$ cat src/hw/rtl/bbff_pkg.sv
// ----------------------------------------------------------------------------
// bbff_pkg
// Shared widths, types and reset values of the byte-budgeted frame FIFO.
// ----------------------------------------------------------------------------
package bbff_pkg;

  localparam int unsigned DEPTH    = 64;
  localparam int unsigned IDX_W    = $clog2(DEPTH);
  localparam int unsigned CNT_W    = $clog2(DEPTH + 1);
  localparam int unsigned SIZE_W   = 40;
  localparam int unsigned HANDLE_W = 32;
  localparam int unsigned TAG_W    = 32;

  localparam logic [SIZE_W-1:0] BUDGET_RST = SIZE_W'(268435456);

  localparam logic OP_ADD  = 1'b0;
  localparam logic OP_TAKE = 1'b1;

  typedef struct packed {
    logic [SIZE_W-1:0]   size;
    logic [HANDLE_W-1:0] handle;
    logic [TAG_W-1:0]    tag;
  } entry_t;

  typedef struct packed {
    logic              sub;
    logic [SIZE_W-1:0] a;
    logic [SIZE_W-1:0] b;
  } alu_req_t;

endpackage

$ cat src/hw/rtl/bbff_alu.sv
// ----------------------------------------------------------------------------
// bbff_alu
// Shared byte-count adder/subtractor; on a subtract the carry-out bit flags a borrow.
// ----------------------------------------------------------------------------
module bbff_alu (
  input  bbff_pkg::alu_req_t          req_i,
  output logic [bbff_pkg::SIZE_W-1:0] res_o,
  output logic                        borrow_o
);

  logic [bbff_pkg::SIZE_W:0] sum;

  always_comb begin
    if (req_i.sub) begin
      sum = {1'b0, req_i.a} - {1'b0, req_i.b};
    end else begin
      sum = {1'b0, req_i.a} + {1'b0, req_i.b};
    end
  end

  assign res_o    = sum[bbff_pkg::SIZE_W-1:0];
  assign borrow_o = req_i.sub & sum[bbff_pkg::SIZE_W];

endmodule
$ cat config.mk
export PLATFORM = sky130hd
export DESIGN_NAME = bbff_alu
export DESIGN_NICKNAME = d
export VERILOG_FILES = /design/src/hw/rtl/bbff_pkg.sv /design/src/hw/rtl/bbff_alu.sv
export SDC_FILE = /design/constraint.sdc
export NUM_CORES = 1
export LEC_CHECK = 0
export ABC_AREA = 1
export BUFFER_PORTS_ARGS = -buffer_cell sky130_fd_sc_hd__buf_2
export CORE_ASPECT_RATIO = 1.1
export CORE_MARGIN = 4
export CORE_UTILIZATION = 45
export DETAILED_ROUTE_END_ITERATION = 12
export PLACE_DENSITY = 0.72
export RECOVER_POWER = 25
export SYNTH_ARGS = -nofsm -noshare
export SYNTH_HDL_FRONTEND = slang
export SYNTH_SLANG_ARGS = --single-unit
$ cat constraint.sdc
create_clock -name vclk -period 3.1
set_input_delay 0.465 -clock vclk [all_inputs]
set_output_delay 0.465 -clock vclk [all_outputs]
set_load 0.05 [all_outputs]
======== After elaboration in Yosys (flattened, before gate mapping) ========
Index checks and enable logic that the tools add are counted.
operators by class
  add/sub/neg operators ................... 2
  multiplexer cells ....................... 1
  bitwise gates (word level) .............. 1
operators with widths
  kind                          count
  adder 40 x 40 -> 41 bit       1
  two-way mux 41 bit            1
  subtractor 40 x 40 -> 41 bit  1
  bitwise AND 1 bit             1
storage, ports and cells
  register bits ........................... 0
  input bits .............................. 81
  output and inout bits ................... 41

======== Logic depth before layout (Yosys ltp) ========
Gate-level depths: netlist of run 1.
  word-level depth ........................ 3
  depth in mapped cells ................... 22
  depth with buffers taken out ............ 22

======== Least setup slack after synthesis of run 1 ========
OpenSTA, ideal clock, no wires.
  path type ............................... input -> output
  from .................................... input port req_i[0] (netlist bit)
  to ...................................... output port res_o[20] (netlist bit)
  arrival time ............................ 3.115 ns
  slack ................................... -0.480 ns
  cell stages on the path ................. 14
  path through ............................ inv_1 > ha_1 > nand3_2 > nor2_4 > nand2_1 > o21ai_0 > xor2_1 > ha_1 > nand2_1 > nor2_1 > and2_1 > nand3b_1 > nand3_2 > xor2_1
on the way
  cells in the longest elaborated chain, start to end .. 2
  elaborated cells on any way between the ends .. 3
  those cells by class .................... 2 x add/sub; 1 x mux
ends and longest elaborated chain
  what                                                                            line                            source
  start: declaration                                                              bbff_alu.sv:6                   input bbff_pkg::alu_req_t req_i,
  adder 40 x 40 -> 41 bit / subtractor 40 x 40 -> 41 bit (equally long branches)  bbff_alu.sv:17, bbff_alu.sv:15
  two-way mux 41 bit (*)                                                          bbff_alu.sv:14                  if (req_i.sub) begin
  end: declaration                                                                bbff_alu.sv:7                   output logic [bbff_pkg::SIZE_W-1:0] res_o,
Every way passes the cells marked *; elsewhere a longest branch is shown, timed or not.

======== Worst setup path after layout of run 1 ========
  from .................................... input port req_i[13] (netlist bit)
  to ...................................... output port res_o[35] (netlist bit)
The elaborated chain is that of the path after synthesis.

==> impl_metrics.ini, run 1 <==
[route]
viasPerCell = 5.79
drc = 0
ant_nets = 0
vias = 7893
drtIter0Drc = 986
wirelength_mm = 24.9
first_pass_iters = 7
avgRoutedWirePerCell_um = 18.3

[logic_synthesis]
synth_area_leader_cell = nand2_1
yosysWarningCount = 0
synth_top_area_share_pct = 29.1
synthCells = 926
synth_cell_types = 30
synth.cell_area_sq_mm = 0.00451
ys_top_cells_by_area = nand2_1, inv_1, ha_1, nor2_1, xor2_1
syn_area_per_cell_sq_um = 4.87
yosysSeqAreaShare_pct = 0
syn-num-nets = 1049

[setup_path]
end_kind = output port
worstSetupPathType = in -> out
worstPathMaxFanout = 4
cp-start-kind = input pin
crit_required_ns = 2.63
arrival_ns = 3.56
worstSetupStartpoint = req_i[13]

[cells_and_area]
antenna_cells = 0
regArea_sq_um = 0
seq_cell_count = 0
instances_no_fill = 1364
syn_to_final_growth_pct = 88.7
drive_gt1_share_pct = 48.9
nets = 1369
n_clock_buffer = 0

[floorplan]
die_area_sq_mm = 0.0117
ios = 122
rows = 38
die_w_um = 103
fp.dieH_um = 113
fp.coreArea_sq_mm = 0.00984
start_util_pct = 45.9

[timing]
grt_setup_unrepaired = yes
clock.fmax_ghz = 0.249
worst_slack_ns = -0.920
worst_pin_slew_ns = 0.592
finalSetupViolations = 36
maxSlewViolCount = 0
period_needed_ns = 4.02
finalSetupTns_ns = -19.60
period_share_pct = 130
hold_viol_final = 0
slew_headroom_pct = 60.7

[global_routing]
gr-total-overflow = 0
track_usage_pct = 30.1
antenna_found_initial = 0
grt_pass1_vias = 6648
grt_pass1_wl_mm = 28.8
grt_max_degree = 23

[power_and_ir_drop]
ir_drop_mv = 0.312
p_per_area_mw_per_mm2 = 354
p_leak_nw = 4.55

[placed_design]
preCtsSetupSlack_ns = -0.572
hpwlAfterDp_mm = 14.5
place.gp.congestion = 0.973
place_inst = 1333
portBuffers = 122

[outcome]
status = finished, violations left
violations = negative setup slack

[flow_run]
max-cap-violations = 0

[worst_hold_path]
holdCritStartpoint = req_i[0]
hold_class = in -> out
## Yosys cell counts
master    instances
nand2_1         350
ha_1             41
o21bai_1          1
clkinv_1          1
a31oi_1           4
nand3_2          10
inv_1           181
fa_1              1
nor2_2            7
nand2b_1          1
nand3_1          46
and2_1            3
o21ai_1           5
buf_2             1
a21oi_1          34
inv_2             4
a21o_1            1
nand3b_1          2
o21ai_0          26
o31ai_1           1
nand2_4           1
nand2_2          12
nor2_4            7
o21ai_4           1
clkbuf_1          4
nand4_1          11
nor2_1          108
nor3_1           10
xor2_1           42
xnor2_1          10
## report_power, final
group	internal, mW	total [mW]	leakage [nW]	switching, mW
logic	1.19	3.01	4.55	1.82
registers	0	0	0	0
clock network	0	0	0	0
## cells by family (layout without fill, tap and decap cells)
group / after synthesis / after routing / synth area share [%]
compound gates: 73 / 73 / 8.62
xor+xnor: 52 / 52 / 10.1
fa+ha+maj: 42 / 42 / 11.8
buf+inv: 191 / 509 / 15.9
simple gates: 568 / 568 / 53.6
## path summary, 6_finish.rpt
check	slack (ns)	end	cells after the start
worst max-delay path	-0.92	res_o[35]	22
worst min-delay path	1.44	res_o[0]	4
## layout by cell type (no fill, tap or decap), drive strengths merged, types with 2 or more instances in the layout
| cell type | instances |
|---|---|
| a31oi | 4 |
| nand3 | 56 |
| xnor2 | 10 |
| nand4 | 11 |
| xor2 | 42 |
| and2 | 3 |
| ha | 41 |
| o21ai | 32 |
| nor3 | 10 |
| clkinvlp | 2 |
| nor2 | 122 |
| nand3b | 2 |
| buf | 322 |
| nand2 | 363 |
| inv | 183 |
| a21oi | 34 |
## worst max-delay path: stages
cell	delay, ns
buf_2	0.13
nor2_2	0.14
buf_4	0.14
nand3_1	0.17
inv_1	0.20
nand4_1	0.25
o21ai_1	0.25
xor2_1	0.25
ha_1	0.33
nand2_1	0.13
inv_1	0.08
nand2_1	0.12
inv_1	0.08
nand2_1	0.08
nand2_1	0.08
inv_2	0.06
nor2_1	0.04
nor2_1	0.17
nand2_1	0.07
nand2_1	0.10
nand2_2	0.07
buf_8	0.15
## cell type report
type	count	area (sq um)
fill	514	1330
inverter	186	708
multi-input combinational	735	5190
tap	120	150
timing repair buffer	323	2470
## per-stage QoR
step | power, mW | hold WS, ns | util, % | area, sq um
finish | 3.01 | 1.44 | 86.5 | 8520
CTS | 2.55 | 1.36 | 78.4 | 7710
global route | 3.13 | 1.47 | 86.5 | 8520
detailed placement | 2.15 | 1.40 | 69.5 | 6840
global placement | 2.12 | 1.40 | 69.5 | 6840
floorplan | 1.44 | 1.22 | - | 4780
## metal layers
metal,global-route usage (%),up-vias,wire length (um)
met5,0,-,0
met4,9.50,0,2350
met3,1.23,240,2810
met2,53.1,726,11400
met1,38.9,3480,8410
li1,-,3447,-
## what timing repair did
action,CTS,global route
hold buffers,0,0
gates resized for setup,202,165
buffers inserted,13,18
endpoints found under the setup margin,36,36
pin swaps,59,54
(Power assumes the default switching activity.)
==> inputs of run 2 (changes only) <==
- REMOVE_ABC_BUFFERS: default -> 1
==> run 2 against run 1 <==
Effect of this change:
- the flow still finishes with violations (negative setup slack)
- global-route usage up 2.7 points
- final area increased by 0.79%
- hold slack better by 0.016 ns
- clock-buffer cell count did not move
- non-clock buffer count down 3
- routed wire length up 15%
- critical path type unchanged
- power shrank 1.0%
==> impl_metrics.ini, run 2 (synthesized netlist as in run 1, its figures left out) <==
[outcome]
status = finished, violations left
violations = negative setup slack

[timing]
period_share_pct = 133
hold_viol_final = 0
worst_slack_ns = -1.03
period_needed_ns = 4.13
finalSetupViolations = 36
clock.fmax_ghz = 0.242
grt_setup_unrepaired = yes
maxSlewViolCount = 0
slew_headroom_pct = 59.8
worst_pin_slew_ns = 0.597
hold_slack_ns = 1.45

[cells_and_area]
mostFrequentLayoutCell = nand2_1
drive_gt1_share_pct = 52.0
antenna_cells = 0
instances_no_fill = 1361
n_clock_buffer = 0
nets = 1366
final_cell_mix = nand2_1, buf_4, inv_1
seq_cell_count = 0
regArea_sq_um = 0
syn_to_final_growth_pct = 90.2
final_area_sq_mm = 0.00858

[setup_path]
cp-endpoint = res_o[29]
worstPathCellList = buf_2 > nor2_4 > nand2_2 > nor2_4 > nand2_1 > nand2_1 > xor2_2 > ha_2 > nand2_2 > buf_6 > nor2_2 > nand2_1 > nand2_1 > nand2_1 > nand3_4 > nand2_2 > nand2_1 > nand2_1 > nand2_2 > buf_8
end_kind = output port
cpMaxStageDelayCell = xor2_2
arrival_ns = 3.66
worstSetupStartpoint = req_i[7]
worstSetupPathType = in -> out
crit_required_ns = 2.63
worstPathMaxFanout = 5
cp-start-kind = input pin
crit_top_cell = nand2_1
crit_path_max_incr_delay_ns = 0.38

[worst_hold_path]
hold_class = in -> out
holdCritStartpoint = req_i[0]
min_path_cells = 4

[floorplan]
start_util_pct = 45.9
fp.coreArea_sq_mm = 0.00984
fp.dieH_um = 113
ios = 122
die_area_sq_mm = 0.0117
die_w_um = 103
rows = 38

[route]
ant_nets = 0
vias = 8319
drtIter0Drc = 1047
avgRoutedWirePerCell_um = 21.1
viasPerCell = 6.11
drc = 0
first_pass_iters = 7
wirelength_mm = 28.7

[global_routing]
grt_pass1_vias = 6723
grt_max_degree = 20
track_usage_pct = 32.9
grt_busiest_layer = met2
met2_usage_pct = 57.5
antenna_found_initial = 0
gr-total-overflow = 0
grt_util_met1_pct = 40.5
grt_use_met3_pct = 3.27
grt_pass1_wl_mm = 31.1

[power_and_ir_drop]
switchingPower_mw = 1.87
power_frac_seq_pct = 0
swShare_pct = 62.7
p_per_area_mw_per_mm2 = 347
p_leak_nw = 4.51
power_frac_clock_pct = 0
ir_drop_mv = 0.310
p_total_mw = 2.98
p_int_mw = 1.11
combPwrFrac_pct = 100.0

[placed_design]
place_inst = 1325
place.gp.congestion = 0.974
hpwlAfterDp_mm = 14.3
preCtsSetupSlack_ns = -0.601
portBuffers = 122
dpl_cell_area_sq_mm = 0.00648

[cts]
hold_buffers = 0

[flow_run]
max-cap-violations = 0
run 2: stage by stage:
step	setup TNS [ns]	util [%]
after floorplan	-11.22	-
after global placement	-15.37	65.9
after detailed placement	-16.95	65.9
after CTS	-6.79	78.9
after global routing	-26.12	87.2
final	-24.97	87.2
run 2: power groups by stage:
stage | combinational [mW] | clock (mW) | sequential, mW
2_1_floorplan | 1.32 | 0 | 0
3_3_place_gp | 1.98 | 0 | 0
3_5_place_dp | 1.99 | 0 | 0
4_1_cts | 2.43 | 0 | 0
5_1_grt | 3.07 | 0 | 0
6_report | 2.98 | 0 | 0
run 2: worst min-delay path by stage:
stage | endpoint | slack, ns
floorplan | res_o[0] | 1.22
global placement | res_o[0] | 1.36
detailed placement | res_o[0] | 1.37
CTS | res_o[0] | 1.36
global route | res_o[0] | 1.48
finish | res_o[0] | 1.45
run 2: metal layers:
layer  vias up  routed length, um
li1       3440                  -
met2       884              12800
met5         -                  0
met3       334               3690
met1      3661               9210
met4         0               2980
run 2: layout make-up:
cell class	instances	area, sq um
Tap cell	120	150
Inverter	186	717
Timing Repair Buffer	320	2450
Fill cell	480	1260
Multi-Input combinational cell	735	5260
run 2: repair_timing:
item / 4_1_cts / 5_1_grt
pin swaps: 133 / 96
gates resized for setup: 298 / 170
buffers inserted: 23 / 16
endpoints found under the setup margin: 36 / 36
cloned: 0 / 0
hold endpoints to repair: 0 / 0
run 2: critical path, delay by kind of cell:
family	cells	cell delay (ns)
buffers and inverters	3	0.43
and+or+nand+nor	15	2.04
adders and majority gates	1	0.32
xor gates and xnor gates	1	0.38
==> inputs of run 3 (changes only) <==
- ABC_AREA: 1 -> default
- PLACE_DENSITY: 0.72 -> 0.77
==> run 3 against run 2 <==
Effect of this change:
- the run now fails in global routing
- area after synthesis fell by 30%
- synthesized cell count fell by 49%
==> impl_metrics.ini, run 3 <==
[outcome]
status = stopped before the end
lastStage = global routing
error = [ERROR DPL-0038] Utilization greater than 100%, impossible to legalize

[logic_synthesis]
synth_area_leader_cell = xnor2_1
synthCells = 468
synth_most_common_cell = xnor2_1
syn_area_per_cell_sq_um = 6.71
synth_fa_ha_area_share_pct = 17.0
synthSimpleGateAreaFrac_pct = 27.9
synthMuxAreaShare_pct = 0.319
synth_cell_types = 61
ys_top_cells_by_area = xnor2_1, ha_1, a21oi_1, nor2_1, nand2_1
synthXorXnorAreaFrac_pct = 20.1
yosysWarningCount = 0
synthTopCellsByCount = xnor2_1, nor2_1, a21oi_1
synth_compound_area_share_pct = 31.1
yosysSeqAreaShare_pct = 0
synth.cell_area_sq_mm = 0.00314
synth_top_family_by_area = compound AO/OA/AOI/OAI gates
synth_top_area_share_pct = 17.3

[placed_design]
place.gp.congestion = 0.975
portBuffers = 122
hpwlAfterDp_mm = 11.5

[timing]
worst_endpoint = res_o[34]
worst_path_end_type = primary output

[floorplan]
fp.dieH_um = 95.6
rows = 31
ios = 122
die_w_um = 87.6
start_util_pct = 47.0

[global_routing]
grt_max_degree = 20
run 3: cell count changes after synthesis, moves of 11 or more:
cell     before  now
xnor2_1      10   62
nor2_1      108   61
nand2_1     350   38
a21o_1        1   18
a21oi_1      34   49
nor3_1       10   21
nand2_2      12    0
inv_1       181   15
nand3_1      46    9
xor2_1       42   10
run 3: cells by family after synthesis:
kind of cell	after synthesis
AOI/OAI and AO/OA	145
muxes	1
and+or+nand+nor	178
xor gates and xnor gates	72
adders and majority gates	42
buffers and inverters	30
run 3: what timing repair did:
action,in CTS
gates cloned,0
endpoints found under the setup margin,36
hold buffers,0
pin swaps,79
resized for setup,207
buffers inserted,28
run 3: stage by stage:
stage	setup WS [ns]	instances	hold WS, ns	TNS [ns]	instance area [sq um]
floorplan	-2.08	453	1.19	-35.45	3080
global placement	-1.82	844	1.39	-39.76	5200
detailed placement	-1.92	844	1.40	-41.48	5200
CTS	-1.40	870	1.41	-33.48	6260
==> inputs of run 4 (changes only) <==
- CORE_ASPECT_RATIO: 1.1 -> default
- CORE_UTILIZATION: 45 -> 30
- PLACE_DENSITY: 0.77 -> default
- PLACE_DENSITY_LB_ADDON: default -> 0.15
- clock period: 3.1 -> 4 ns (I/O delays scaled with it)
==> run 4 against run 3 <==
Effect of this change:
- the flow now finishes, with violations (negative setup slack)
- area after synthesis did not move
- synthesized cell count did not move
==> impl_metrics.ini, run 4 <==
[cells_and_area]
regArea_sq_um = 0
nets = 938
multiInputGateArea_sq_mm = 0.00392
n_clock_buffer = 0
mostFrequentLayoutCell = buf_4
syn_to_final_growth_pct = 118
instances_no_fill = 950
seq_cell_count = 0
fill_cells = 850
drive_gt1_share_pct = 62.0
final_cell_mix = buf_4, buf_2, buf_6

[setup_path]
arrival_ns = 4.24
cp-start-kind = input pin
worstSetupPathType = in -> out
worstSetupStartpoint = req_i[12]
end_kind = output port
worstPathMaxFanout = 4
crit_required_ns = 3.40
cp-endpoint = res_o[36]

[timing]
period_needed_ns = 4.84
period_share_pct = 121
worst_pin_slew_ns = 0.630
finalSetupViolations = 29
clock.fmax_ghz = 0.207
grt_setup_unrepaired = yes
slew_headroom_pct = 58.2
finalSetupTns_ns = -14.82
maxSlewViolCount = 0
worst_slack_ns = -0.842
hold_viol_final = 0

[global_routing]
grt_pass1_vias = 4849
gr-total-overflow = 0
antenna_found_initial = 1
grt_pass1_wl_mm = 22.7
grt_max_degree = 23
track_usage_pct = 22.9

[logic_synthesis]
yosysWarningCount = 0
ys_top_cells_by_area = xnor2_1, ha_1, a21oi_1, nor2_1, nand2_1
synth_cell_types = 61
synth_top_area_share_pct = 17.3
synth_top_family_by_area = compound AO/OA/AOI/OAI gates
synth_compound_area_share_pct = 31.1
synthSimpleGateAreaFrac_pct = 27.9
synth_fa_ha_area_share_pct = 17.0
synthTopCellsByCount = xnor2_1, nor2_1, a21oi_1
syn_area_per_cell_sq_um = 6.71
synth.cell_area_sq_mm = 0.00314
synthCells = 468
synth_area_leader_cell = xnor2_1
synthXorXnorAreaFrac_pct = 20.1
synthMuxAreaShare_pct = 0.319
synth_most_common_cell = xnor2_1
yosysSeqAreaShare_pct = 0

[placed_design]
place.gp.congestion = 0.947
place_inst = 908
hpwlAfterDp_mm = 11.6
portBuffers = 122

[power_and_ir_drop]
p_leak_nw = 3.29
p_per_area_mw_per_mm2 = 315
ir_drop_mv = 0.253
p_total_mw = 2.15

[cts]
hold_buffers = 0

[route]
viasPerCell = 5.24
first_pass_iters = 5
drtIter0Drc = 194
wirelength_mm = 15.7
avgRoutedWirePerCell_um = 16.6
drc = 0
vias = 4982
ant_nets = 0
met3WireLength_um = 973
met2_length_mm = 7.92
highest_layer = met4
wl_met1_mm = 6.46

[floorplan]
start_util_pct = 30.5
fp.dieH_um = 110
ios = 122
die_w_um = 110
rows = 37
fp.coreArea_sq_mm = 0.0103
die_area_sq_mm = 0.0122

[outcome]
violations = negative setup slack
status = finished, violations left

[flow_run]
max-cap-violations = 0

[worst_hold_path]
hold_class = in -> out
min_path_cells = 5
[run 4: kinds of logic after synthesis]
family	Yosys count
simple gates	178
xor+xnor	72
buf+inv	30
compound gates	145
mux	1
fa+ha+maj	42
[run 4: worst min path at each step]
stage	startpoint	slack (ns)	to
after floorplan	req_i[80]	1.46	borrow_o
final	req_i[40]	1.76	res_o[0]
after detailed placement	req_i[40]	1.68	res_o[0]
after global routing	req_i[40]	1.80	res_o[0]
after global placement	req_i[40]	1.67	res_o[0]
after CTS	req_i[40]	1.69	res_o[0]
[run 4: final cells by class]
cell class | count | area share [%]
Tap cell | 136 | 2.49
Multi-Input combinational cell | 438 | 57.3
Inverter | 15 | 0.897
Antenna cell | 1 | 0.0366
Timing Repair Buffer | 360 | 39.3
[run 4: layer usage]
metal	global-route usage [%]	vias up
li1	-	2417
met1	29.2	2358
met2	41.8	173
met3	2.45	34
met4	4.57	0
met5	0	-
[run 4: timing repair]
item	in CTS	in global routing
pin swaps	74	105
endpoints found under the setup margin	31	33
resized for setup	139	143
setup buffers	23	25
[run 4: stage by stage]
step           utilization [%]  setup slack [ns]  hold slack [ns]  instance area, sq um
2_1_floorplan                -             -1.45             1.46                  3080
3_3_place_gp              52.0             -1.06             1.67                  5340
3_5_place_dp              52.0             -1.11             1.68                  5340
4_1_cts                   59.3            -0.773             1.69                  6090
5_1_grt                   66.5             -1.07             1.80                  6830
6_report                  66.5            -0.842             1.76                  6830
[run 4: critical path, cell delays in order]
cell and delay, ns:
buf_6 0.09, or4_4 0.58, nor3_4 0.22, buf_6 0.14, nand2_4 0.06, nor3b_4 0.22, buf_4 0.16, a21oi_1 0.07
xnor2_1 0.15, ha_2 0.19, a21o_1 0.20, buf_4 0.13, a21o_1 0.17, a21o_1 0.21, a41o_1 0.24, a21o_1 0.16
nand2_1 0.06, o31ai_1 0.06, a311oi_1 0.26, buf_4 0.26
[run 4: power breakdown]
part	total [mW]	internal [mW]	leakage (nW)	switching, mW
sequential	0	0	0	0
clock	0.0000000334	0.0000000334	0.00000634	0
combinational	2.15	0.929	3.29	1.23
